<file path="src/bfsq_pkg.sv">
`default_nettype none
package bfsq_pkg;

	localparam int MANT_W  = 31;
	localparam int EXP_W   = 16;
	localparam int Q_W     = 16;
	localparam int COEF_W  = 16;
	localparam int ROOT_W  = 16;
	localparam int IN_W    = 64;
	localparam int CFG_IDX_W = 2;

	localparam logic [CFG_IDX_W-1:0] REG_C0  = 2'd0;
	localparam logic [CFG_IDX_W-1:0] REG_C1  = 2'd1;
	localparam logic [CFG_IDX_W-1:0] REG_C2  = 2'd2;
	localparam logic [CFG_IDX_W-1:0] REG_ODD = 2'd3;

	localparam logic [31:0] RND_HALF = 32'h0000_8000;

	typedef struct packed {
		logic [COEF_W-1:0] c0;
		logic [COEF_W-1:0] c1;
		logic [COEF_W-1:0] c2;
		logic [COEF_W-1:0] odd;
	} coef_t;

	typedef struct packed {
		logic [15:0]      m;
		logic             d_odd;
		logic             zero;
		logic [EXP_W-1:0] e;
		logic [Q_W-1:0]   q;
	} norm_t;

	typedef struct packed {
		logic [15:0]      v_hi;
		logic [EXP_W-1:0] e;
		logic [Q_W-1:0]   q;
	} poly_t;

endpackage
`default_nettype wire

</file>
<file path="src/bfsq_norm.sv">
`default_nettype none
module bfsq_norm (
	input  wire                           clk,
	input  wire                           arst_n,
	input  wire                           in_valid,
	output logic                          in_ready,
	input  wire  [bfsq_pkg::MANT_W-1:0]   in_mant,
	input  wire  [bfsq_pkg::EXP_W-1:0]    in_exp,
	input  wire  [bfsq_pkg::Q_W-1:0]      in_q,
	output logic                          out_valid,
	input  wire                           out_ready,
	output bfsq_pkg::norm_t               out_data
);
	import bfsq_pkg::*;

	logic [4:0]        top_pos;
	logic [4:0]        norm;
	logic [MANT_W-1:0] shifted;
	logic [EXP_W-1:0]  d;
	logic [EXP_W:0]    d_inc;
	logic              zero;
	logic              vld_s1;
	norm_t             data_s1;

	// priority encode of the top set bit
	always_comb begin
		top_pos = '0;
		for (int i = 0; i < MANT_W; i++) begin
			if (in_mant[i])
				top_pos = 5'(i);
		end
	end

	assign zero    = (in_mant == '0);
	assign norm    = 5'(MANT_W - 1) - top_pos;
	assign shifted = in_mant << norm;
	assign d       = in_exp - {11'd0, norm};
	assign d_inc   = {d[EXP_W-1], d} + 17'd1;

	assign in_ready = !vld_s1 || out_ready;

	always_ff @(posedge clk or negedge arst_n) begin
		if (!arst_n) begin
			vld_s1 <= 1'b0;
		end else if (in_ready) begin
			vld_s1 <= in_valid;
		end
	end

	always_ff @(posedge clk) begin
		if (in_ready && in_valid) begin
			data_s1.m     <= {1'b0, shifted[MANT_W-1:16]};
			data_s1.d_odd <= d[0];
			data_s1.zero  <= zero;
			data_s1.e     <= d_inc[EXP_W:1];
			data_s1.q     <= in_q;
		end
	end

	assign out_valid = vld_s1;
	assign out_data  = data_s1;

endmodule
`default_nettype wire

</file>
<file path="src/bfsq_poly.sv">
`default_nettype none
module bfsq_poly (
	input  wire              clk,
	input  wire              arst_n,
	input  bfsq_pkg::coef_t  coef,
	input  wire              in_valid,
	output logic             in_ready,
	input  bfsq_pkg::norm_t  in_data,
	output logic             out_valid,
	input  wire              out_ready,
	output bfsq_pkg::poly_t  out_data
);
	import bfsq_pkg::*;

	typedef struct packed {
		logic             d_odd;
		logic             zero;
		logic [EXP_W-1:0] e;
		logic [Q_W-1:0]   q;
	} side_t;

	// s2: m*c0, s3: h, s4: m*h, s5: acc high, s6: odd*acc, s7: rounded value
	logic              vld_s2, vld_s3, vld_s4, vld_s5, vld_s6, vld_s7;
	logic              rdy_s2, rdy_s3, rdy_s4, rdy_s5, rdy_s6, rdy_s7;
	side_t             side_s2, side_s3, side_s4, side_s5, side_s6;
	logic [15:0]       m_s2, m_s3;
	logic signed [31:0] prod_s2, prod_s4, prod_s6;
	logic [15:0]       h_s3, acc_s5, acc_s6;
	poly_t             data_s7;

	logic [31:0] t_sum, acc_sum, odd_sum;
	logic [15:0] v_hi;

	assign t_sum   = {coef.c1, 16'h0} + RND_HALF + {prod_s2[30:0], 1'b0};
	assign acc_sum = {coef.c2, 16'h0} + RND_HALF + {prod_s4[30:0], 1'b0};
	assign odd_sum = {prod_s6[30:0], 1'b0} + RND_HALF;

	always_comb begin
		if (side_s6.zero)
			v_hi = '0;
		else if (side_s6.d_odd)
			v_hi = odd_sum[31:16];
		else
			v_hi = acc_s6;
	end

	assign rdy_s7   = !vld_s7 || out_ready;
	assign rdy_s6   = !vld_s6 || rdy_s7;
	assign rdy_s5   = !vld_s5 || rdy_s6;
	assign rdy_s4   = !vld_s4 || rdy_s5;
	assign rdy_s3   = !vld_s3 || rdy_s4;
	assign rdy_s2   = !vld_s2 || rdy_s3;
	assign in_ready = rdy_s2;

	always_ff @(posedge clk or negedge arst_n) begin
		if (!arst_n) begin
			vld_s2 <= 1'b0;
			vld_s3 <= 1'b0;
			vld_s4 <= 1'b0;
			vld_s5 <= 1'b0;
			vld_s6 <= 1'b0;
			vld_s7 <= 1'b0;
		end else begin
			if (rdy_s2) vld_s2 <= in_valid;
			if (rdy_s3) vld_s3 <= vld_s2;
			if (rdy_s4) vld_s4 <= vld_s3;
			if (rdy_s5) vld_s5 <= vld_s4;
			if (rdy_s6) vld_s6 <= vld_s5;
			if (rdy_s7) vld_s7 <= vld_s6;
		end
	end

	always_ff @(posedge clk) begin
		if (rdy_s2 && in_valid) begin
			m_s2          <= in_data.m;
			prod_s2       <= $signed(in_data.m) * $signed(coef.c0);
			side_s2.d_odd <= in_data.d_odd;
			side_s2.zero  <= in_data.zero;
			side_s2.e     <= in_data.e;
			side_s2.q     <= in_data.q;
		end
		if (rdy_s3 && vld_s2) begin
			m_s3    <= m_s2;
			h_s3    <= t_sum[31:16];
			side_s3 <= side_s2;
		end
		if (rdy_s4 && vld_s3) begin
			prod_s4 <= $signed(m_s3) * $signed(h_s3);
			side_s4 <= side_s3;
		end
		if (rdy_s5 && vld_s4) begin
			acc_s5  <= acc_sum[31:16];
			side_s5 <= side_s4;
		end
		if (rdy_s6 && vld_s5) begin
			prod_s6 <= $signed(coef.odd) * $signed(acc_s5);
			acc_s6  <= acc_s5;
			side_s6 <= side_s5;
		end
		if (rdy_s7 && vld_s6) begin
			data_s7.v_hi <= v_hi;
			data_s7.e    <= side_s6.e;
			data_s7.q    <= side_s6.q;
		end
	end

	assign out_valid = vld_s7;
	assign out_data  = data_s7;

endmodule
`default_nettype wire

</file>
<file path="src/bfsq_scale.sv">
`default_nettype none
module bfsq_scale (
	input  wire                          clk,
	input  wire                          arst_n,
	input  wire                          in_valid,
	output logic                         in_ready,
	input  bfsq_pkg::poly_t              in_data,
	output logic                         out_valid,
	input  wire                          out_ready,
	output logic [bfsq_pkg::ROOT_W-1:0]  out_root
);
	import bfsq_pkg::*;

	logic              vld_s8, vld_s9, rdy_s8, rdy_s9;
	logic [15:0]       v_hi_s8;
	logic [15:0]       sh_s8;
	logic [ROOT_W-1:0] root_s9;

	logic [31:0] v;
	logic [15:0] neg_sh;
	logic [31:0] shifted;
	logic [31:0] rounded;

	assign v      = {v_hi_s8, 16'h0};
	assign neg_sh = 16'd0 - sh_s8;

	always_comb begin
		if (!sh_s8[15]) begin
			if (sh_s8 >= 16'd32)
				shifted = '0;
			else
				shifted = v << sh_s8[4:0];
		end else begin
			// negative amount; the most negative code means 32768, also a full fill
			if (neg_sh[15] || neg_sh >= 16'd32)
				shifted = {32{v[31]}};
			else
				shifted = 32'($signed(v) >>> neg_sh[4:0]);
		end
	end

	assign rounded = shifted + RND_HALF;

	assign rdy_s9   = !vld_s9 || out_ready;
	assign rdy_s8   = !vld_s8 || rdy_s9;
	assign in_ready = rdy_s8;

	always_ff @(posedge clk or negedge arst_n) begin
		if (!arst_n) begin
			vld_s8 <= 1'b0;
			vld_s9 <= 1'b0;
		end else begin
			if (rdy_s8) vld_s8 <= in_valid;
			if (rdy_s9) vld_s9 <= vld_s8;
		end
	end

	always_ff @(posedge clk) begin
		if (rdy_s8 && in_valid) begin
			v_hi_s8 <= in_data.v_hi;
			sh_s8   <= in_data.e - in_data.q;
		end
		if (rdy_s9 && vld_s8)
			root_s9 <= rounded[31:16];
	end

	assign out_valid = vld_s9;
	assign out_root  = root_s9;

endmodule
`default_nettype wire

</file>
<file path="src/block_float_sqrt_to_q.sv">
`default_nettype none
// Square root of a block-float operand (mantissa, exponent), returned as a rounded
// 16-bit value with q_format fraction bits. The mantissa is normalized, a quadratic
// with the Q15 coefficients coef_c0..coef_c2 approximates the root of its top 16
// bits, coef_odd corrects an odd exponent, and the result is shifted by the halved
// exponent minus q_format. A zero mantissa gives zero. One item enters per clock
// while the output does not stall; from acceptance to a valid result it passes the
// normalize stage, the three dependent 16x16 multiplies, each followed by its own
// add stage, and the final shift stages. Coefficients are written through the cfg
// port (index 0..3 = c0, c1, c2, odd) and reset to zero; write them while idle.
module block_float_sqrt_to_q (
	input  wire                             clk,
	input  wire                             arst_n,
	input  wire                             s_axis_tvalid,
	output logic                            s_axis_tready,
	// mantissa[30:0], exponent[46:31], q_format[62:47], zero pad[63]
	input  wire  [bfsq_pkg::IN_W-1:0]       s_axis_tdata,
	output logic                            m_axis_tvalid,
	input  wire                             m_axis_tready,
	// root[15:0]
	output logic [bfsq_pkg::ROOT_W-1:0]     m_axis_tdata,
	input  wire                             cfg_valid,
	output logic                            cfg_ready,
	input  wire  [bfsq_pkg::CFG_IDX_W-1:0]  cfg_index,
	input  wire  [bfsq_pkg::COEF_W-1:0]     cfg_data
);
	import bfsq_pkg::*;

	coef_t coef_q;

	logic  norm_valid, norm_ready;
	norm_t norm_data;
	logic  poly_valid, poly_ready;
	poly_t poly_data;
	logic  unused_pad;

	assign cfg_ready  = 1'b1;
	assign unused_pad = s_axis_tdata[IN_W-1];

	always_ff @(posedge clk or negedge arst_n) begin
		if (!arst_n) begin
			coef_q <= '0;
		end else if (cfg_valid) begin
			unique case (cfg_index)
				REG_C0:  coef_q.c0  <= cfg_data;
				REG_C1:  coef_q.c1  <= cfg_data;
				REG_C2:  coef_q.c2  <= cfg_data;
				REG_ODD: coef_q.odd <= cfg_data;
			endcase
		end
	end

	bfsq_norm u_norm (
		.clk       (clk),
		.arst_n    (arst_n),
		.in_valid  (s_axis_tvalid),
		.in_ready  (s_axis_tready),
		.in_mant   (s_axis_tdata[MANT_W-1:0]),
		.in_exp    (s_axis_tdata[MANT_W+EXP_W-1:MANT_W]),
		.in_q      (s_axis_tdata[MANT_W+EXP_W+Q_W-1:MANT_W+EXP_W]),
		.out_valid (norm_valid),
		.out_ready (norm_ready),
		.out_data  (norm_data)
	);

	bfsq_poly u_poly (
		.clk       (clk),
		.arst_n    (arst_n),
		.coef      (coef_q),
		.in_valid  (norm_valid),
		.in_ready  (norm_ready),
		.in_data   (norm_data),
		.out_valid (poly_valid),
		.out_ready (poly_ready),
		.out_data  (poly_data)
	);

	bfsq_scale u_scale (
		.clk       (clk),
		.arst_n    (arst_n),
		.in_valid  (poly_valid),
		.in_ready  (poly_ready),
		.in_data   (poly_data),
		.out_valid (m_axis_tvalid),
		.out_ready (m_axis_tready),
		.out_root  (m_axis_tdata)
	);

endmodule
`default_nettype wire
</file>
<file path="config.mk">
export PLATFORM = sky130hd
export DESIGN_NAME = block_float_sqrt_to_q
export DESIGN_NICKNAME = d
export VERILOG_FILES = /design/src/bfsq_pkg.sv /design/src/bfsq_norm.sv /design/src/bfsq_poly.sv /design/src/bfsq_scale.sv /design/src/block_float_sqrt_to_q.sv
export SDC_FILE = /design/constraint.sdc
export NUM_CORES = 2
export LEC_CHECK = 0
export BUFFER_PORTS_ARGS = -buffer_cell sky130_fd_sc_hd__buf_2
export CAP_MARGIN = 25
export CORE_MARGIN = 3
export CORE_UTILIZATION = 35
export DETAILED_ROUTE_END_ITERATION = 6
export PLACE_DENSITY = 0.56
export SYNTH_ARGS = -nofsm -noshare
export SYNTH_HDL_FRONTEND = slang
export SYNTH_SLANG_ARGS = --single-unit
</file>
<file path="constraint.sdc">
create_clock -name clk -period 12.6 [get_ports clk]
set_input_delay 0.63 -clock clk [delete_from_list [all_inputs] [get_ports clk]]
set_output_delay 0.63 -clock clk [all_outputs]
set_load 0.01 [all_outputs]
</file>
; Word-level counts from Yosys, hierarchy flattened
; Cells that the tools add are included.
[op_classes]
addsub = 11
bitwise_logic = 0
mux = 34
n_reduce_logical = 34
shift = 3
magnitude_cmp = 2
n_div = 0
n_eq_ne = 3
n_mul = 3
[ops]
columns = operator, n
row1 = two-way mux 5 bit, 29
row2 = "adder 32 x 16 -> 32 bit, second input constant", 4
row3 = two-way mux 32 bit, 3
row4 = multiplier 16 x 16 -> 31 bit, 3
row5 = adder 32 bit, 2
row6 = "greater-or-equal comparator 16 x 6 -> 1 bit, second input constant", 2
row7 = left shift 32 x 5 -> 32 bit, 1
row8 = >>> shifter 32 x 5 -> 32 bit, 1
row9 = logical NOT 31 bit, 1
row10 = left shift 31 x 5 -> 31 bit, 1
row11 = "adder 16 x 2 -> 17 bit, second input constant", 1
row12 = two-way mux 16 bit, 1
row13 = "subtractor 1 x 16 -> 16 bit, first input constant", 1
row14 = subtractor 16 bit, 1
row15 = subtractor 16 x 5 -> 16 bit, 1
row16 = logical OR 1 bit, 10
row17 = logical AND 1 bit, 9
row18 = logical NOT 1 bit, 9
row19 = AND reduction 2 bit, 4
row20 = "subtractor 5 bit, first input constant", 1
row21 = "== test 2 bit, second input constant", 2
row22 = "== test 2 x 1 -> 1 bit, second input constant", 1
row23 = logical NOT 2 bit, 1
row24 = two-way mux 1 bit, 1
[word_totals]
input_bits = 87
rom_bits = 0
ramBits = 0
latchBits = 0
elab_cells = 142
ff_bits = 559
n_memories = 0

; Logic depth before layout (Yosys ltp)
[logic_depth]
word_depth = 33
depth_mapped = 26
ltp_nobuf = 24

; Modules after synthesis
; A second synthesis with hierarchy kept.
[unflattened]
cells_unflattened = 4715
hier_area_um2 = 51326.7
[by_module_without_submodules]
columns = mod, instances, area_per_inst_um2, cells_each, seq_area_each_um2
row1 = bfsq_poly, 1, 40033.4, 3643, 10630.2
row2 = bfsq_scale, 1, 4569.4, 480, 1491.4
row3 = bfsq_norm, 1, 4301.6, 454, 1496.4
row4 = block_float_sqrt_to_q, 1, 2422.3, 138, 1601.5

; Worst setup path after synthesis
; OpenSTA, ideal clock, no wires.
[synth_timing]
path_kind = reg2reg
start = register coef_q[13] (netlist bit)
end = register u_poly.prod_s6[30] (data pin)
t_required_ns = 12.334
setup_ns = 0.266
path_slack_ns = 6.164
stages_incl_launch_ff = 23
period_less_slack_ns = 6.436
arrival_ns = 6.170
cell_sequence = dfrtp_1 clkbuf_1 nand2_1 fa_1 inv_1 fa_1 inv_1 fa_1 inv_1 fa_1 inv_1 fa_1 inv_1 fa_1 ha_1 nor2_1 or4b_2 or3_1 o21a_1 a21o_1 a41o_1 o41ai_1 xnor2_1
[synth_via]
elab_chain_len = 1
[synth_lines]
columns = element, line
row1 = start: declaration, block_float_sqrt_to_q.sv:29  ; coef_t coef_q;
row2 = multiplier 16 x 16 -> 31 bit, bfsq_poly.sv:96  ; prod_s6 <= $signed(coef.odd) * $signed(acc_s5);
row3 = end signal: assignment, bfsq_poly.sv:96
row4 = end: declaration, bfsq_poly.sv:27  ; logic signed [31:0] prod_s2, prod_s4, prod_s6;
; No other way between the ends.
; A chain may end at the register's enable or synchronous reset.

; Worst setup path in the final report
[layout_timing]
start = register u_poly.m_s3[9]
end = register u_poly.prod_s4[30] (data pin)
[layout_via]
elab_chain_len = 1
[layout_lines]
columns = element, line
row1 = start: declaration, bfsq_poly.sv:26  ; logic [15:0] m_s2, m_s3;
row2 = start signal: assignment, bfsq_poly.sv:83  ; m_s3 <= m_s2;
row3 = multiplier 16 x 16 -> 31 bit, bfsq_poly.sv:88  ; prod_s4 <= $signed(m_s3) * $signed(h_s3);
row4 = end signal: assignment, bfsq_poly.sv:88
row5 = end: declaration, bfsq_poly.sv:27
; No other way between the ends.

==> impl_results.rst <==
.. list-table::
   :header-rows: 1

   * - Metric
     - Value
   * - Result of the run
     - complete, no violations
   * - WP data required
     - 12.96 ns
   * - Critical Path End Type
     - register
   * - Total area of multi-input combinational cells
     - 0.0290 mm²
   * - Total GRT Usage
     - 15.1%
   * - R2r worst-path depth
     - 21
   * - Maximum fanout encountered on the critical timing path
     - 16
   * - Period utilization
     - 61.5%
   * - Worst Hold Path Cells
     - 1
   * - Fraction of registers with async set/reset
     - 14.1%
   * - First-iteration detailed-routing DRC count
     - 1,445
   * - Placeable core region
     - 0.134 mm²
   * - Leading cell type in the layout, fill and taps excluded
     - sky130_fd_sc_hd__inv_1
   * - Post-Syn Nets
     - 5,387
   * - Portion of netlist area occupied by mux cells
     - 4.87%
   * - Total of endpoints with negative setup slack in the final report
     - 0
   * - Largest stage delay, worst path
     - 0.82 ns
   * - Residual DRC
     - 0
   * - Seq cells post-synth
     - 517
   * - First-pass GRT wire length
     - 171,000 µm
   * - Effective utilization at floorplan
     - 35.5%
   * - Combinational family with the most area after synthesis
     - adder cells
   * - Initial antenna violation count
     - 11
   * - Area growth from synthesis to layout
     - 9.25%
   * - Total congestion overflow after global routing
     - 0
   * - Detailed Place HPWL
     - 79,600 µm
   * - Nature of the critical path startpoint
     - register
   * - Xor/xnor cell area share of the yosys netlist
     - 3.03%
   * - Number of buffers inserted during clock tree synthesis
     - 56
   * - Hold Path Class
     - in2reg
   * - Setup TNS Final
     - 0 ns
   * - Dominant register cell in the synthesized netlist
     - sky130_fd_sc_hd__edfxtp_1
   * - Boundary Pins
     - 106
   * - Die width
     - 375 µm
   * - DIE AREA
     - 0.141 mm²
   * - Total of warnings raised by yosys
     - 0
   * - Buffer depth of the longest clock path
     - 3
   * - Crit path cell chain
     - nand2_1 -> fa_1 -> inv_1 -> fa_1 -> inv_1 -> fa_1 -> fa_1 -> inv_1 -> fa_1 -> inv_1 -> fa_1 -> inv_1 -> ha_1 -> a2111oi_0 -> a31oi_1 -> o21ai_0 -> o21ai_0 -> o41ai_1 -> o21bai_1 -> a21oi_1 -> xnor2_1
   * - Pin count of the biggest net entering global routing
     - 68
   * - Signal arrival time at the worst endpoint
     - 8.11 ns
   * - Avg Vias per Cell
     - 4.88
   * - Rel. slew slack
     - 29.3%
   * - Fraction of the mapped netlist area in adder cells
     - 35.3%
   * - Detailed Route WL
     - 104,000 µm
   * - Cell mode on critical path
     - sky130_fd_sc_hd__fa_1
   * - EDFF count, synth
     - 444
   * - Peak clock frequency supported by timing
     - 0.129 GHz
   * - Cell class contributing the biggest share of worst-path delay
     - adder cells
   * - Slack of the worst reg-to-reg path
     - 4.85 ns
   * - Setup repair after global routing missed its margin
     - false
   * - TritonCTS clock tree
     - done
   * - # hold bufs at CTS
     - 1
   * - Max-Cap Viols
     - 0
   * - Min Clock Period, post-route
     - 7.75 ns
   * - CTS sink count
     - 517
   * - Fraction of the mapped netlist area in compound gates
     - 5.26%
   * - Worst Path Buf+Inv
     - 5
   * - Clock tree root buffer cell
     - sky130_fd_sc_hd__clkbuf_16
   * - Weighted congestion at the end of routability-driven global placement
     - 0.864
   * - Worst path depth
     - 21
   * - Number of input and output port buffers inserted
     - 103
   * - DR vias
     - 30,200
   * - Post-CTS setup repair buffer count
     - 0
   * - Number of routed nets with antenna violations
     - 0
   * - Share of synthesized area occupied by flip-flops and latches
     - 31.8%
   * - Fillers
     - 13,100
   * - Die boundary height
     - 375 µm
   * - Transition time at the pin with the least slew margin
     - 1.06 ns
   * - Hold Fails Final Rpt
     - 0
   * - Layout net count
     - 5,435
   * - Number of global-route vias before repair
     - 32,100
   * - Hold_ws
     - 0.164 ns
   * - Placement Rows
     - 134
   * - Final slew viol count
     - 0
   * - Cts repair resizes
     - 0
   * - Start-to-end type of the worst setup path
     - reg2reg
   * - Ratio of cells with drive above 1 in the final layout
     - 8.31%
   * - Post-synth design cell area
     - 0.0477 mm²
   * - Commonest non-fill, non-tap cells in the layout
     - sky130_fd_sc_hd__inv_1, sky130_fd_sc_hd__fa_1, sky130_fd_sc_hd__nand2_1, sky130_fd_sc_hd__edfxtp_1, sky130_fd_sc_hd__ha_1
   * - Sequential cell area in the final layout
     - 0.0152 mm²
   * - Worst-skew pair later-pin latency
     - 0.64 ns
   * - Library cells used by synthesis
     - 94
   * - Post-CTS clock slew at the launch and capture registers of the worst setup and hold paths
     - 0.06 ns
   * - Mean routed wirelength per cell
     - 16.8 µm
   * - Number of H-tree levels
     - 2
   * - Synth Instances
     - 4,324
   * - Mean cell area of the mapped netlist
     - 11.0 µm²
   * - First-pass detailed-route iteration total
     - 5
   * - Fin Clk Skew
     - 0.0554 ns
   * - Crit path max-delay cell type
     - sky130_fd_sc_hd__edfxtp_1
   * - Simple-gate share of the synthesized area
     - 12.3%
[cell type report]
type,instances,share of cell area (%)
tap,1768,4.25
inverter,790,5.70
timing repair buffer,134,1.46
antenna,1,0.00480
clock buffer,60,2.72
clock inverter,45,1.05
sequential,517,29.1
multi-input combinational,2873,55.7
[metrics by stage]
stage,cells,setup slack (ns),cell area (µm²),utilization [%]
final,6188,4.85,52100,38.8
after global routing,6187,4.43,52100,38.8
after CTS,6186,4.79,52100,38.8
after detailed placement,6080,4.83,50100,37.3
after global placement,6080,4.93,50100,37.3
after floorplan,4324,6.16,47700,-
[cells by family (layout without fill, tap and decap cells)]
kind of cell               after synthesis  after routing
and+or+nand+nor                       1197           1197
adders and majority gates              976            976
buffers and inverters                  934           1029
DFF                                    517            517
AOI/OAI and AO/OA                      355            355
muxes                                  181            181
xor gates and xnor gates               163            163
other                                    1              2
[state kept, by name, summed over array words and instances, names as in the netlist, 16 cells and up]
name / flops
u_scale.v_hi_s8: 16
u_poly.side_s4: 34
u_scale.out_root: 16
u_norm.out_data: 49
u_poly.side_s2: 34
u_poly.prod_s4: 17
u_poly.h_s3: 16
u_poly.out_data: 48
u_poly.side_s6: 34
u_poly.prod_s2: 17
u_scale.sh_s8: 16
coef_q: 64
u_poly.acc_s6: 16
u_poly.prod_s6: 17
u_poly.side_s5: 34
u_poly.acc_s5: 16
u_poly.side_s3: 34
[worst paths after layout]
check | startpoint | end
setup / recovery | u_poly.m_s3[9] | u_poly.prod_s4[30]
hold / removal | s_axis_tdata[59] | u_norm.out_data[12]
setup reg to reg | u_poly.m_s3[9] | u_poly.prod_s4[30]
hold reg to reg | u_norm.out_data[27] | u_poly.side_s2[27]
max in group asynchronous | arst_n | u_scale.vld_s8
min in group asynchronous | arst_n | coef_q[43]
[layer usage]
layer / vias up / wire length [µm] / track usage [%]
li1: 14100 / - / -
met5: - / 0 / 0
met3: 143 / 3810 / 1.36
met1: 15400 / 46500 / 20.2
met4: 0 / 2320 / 3.59
met2: 554 / 51600 / 26.4
[synthesized netlist by cell type (7+ instances only)]
cell type / instances / area, µm²
sky130_fd_sc_hd__o21a_1: 19 / 143
sky130_fd_sc_hd__edfxtp_1: 444 / 13300
sky130_fd_sc_hd__nand3_1: 44 / 220
sky130_fd_sc_hd__dfrtp_1: 73 / 1830
sky130_fd_sc_hd__mux4_2: 31 / 698
sky130_fd_sc_hd__o221ai_1: 7 / 61.3
sky130_fd_sc_hd__nor4_1: 11 / 68.8
sky130_fd_sc_hd__nand2_1: 517 / 1940
sky130_fd_sc_hd__or3_1: 12 / 75.1
sky130_fd_sc_hd__a211oi_1: 37 / 278
sky130_fd_sc_hd__inv_1: 786 / 2950
sky130_fd_sc_hd__and3_1: 18 / 113
sky130_fd_sc_hd__a221oi_1: 7 / 61.3
sky130_fd_sc_hd__o21ai_0: 60 / 300
sky130_fd_sc_hd__o211ai_1: 14 / 105
sky130_fd_sc_hd__nand3b_1: 9 / 67.6
sky130_fd_sc_hd__a211o_1: 10 / 87.6
sky130_fd_sc_hd__fa_1: 617 / 12400
sky130_fd_sc_hd__nor2_1: 123 / 462
sky130_fd_sc_hd__a31oi_1: 10 / 62.6
sky130_fd_sc_hd__a311oi_1: 10 / 87.6
sky130_fd_sc_hd__a21oi_1: 70 / 350
sky130_fd_sc_hd__xnor2_1: 106 / 928
sky130_fd_sc_hd__and2_1: 292 / 1830
sky130_fd_sc_hd__clkbuf_1: 122 / 458
sky130_fd_sc_hd__mux2_2: 71 / 800
sky130_fd_sc_hd__nand4_1: 12 / 75.1
sky130_fd_sc_hd__ha_1: 359 / 4490
sky130_fd_sc_hd__nor2b_1: 28 / 175
sky130_fd_sc_hd__xor2_1: 56 / 490
sky130_fd_sc_hd__a2111oi_0: 7 / 61.3
sky130_fd_sc_hd__nor3_1: 42 / 210
sky130_fd_sc_hd__buf_2: 11 / 55.1
sky130_fd_sc_hd__nand2b_1: 58 / 363
sky130_fd_sc_hd__a21o_1: 26 / 195
sky130_fd_sc_hd__mux2i_1: 77 / 771
Power is left out: the tool's default activity adds up to more than one toggle a clock period on the data nets, which glitch-free logic cannot reach.
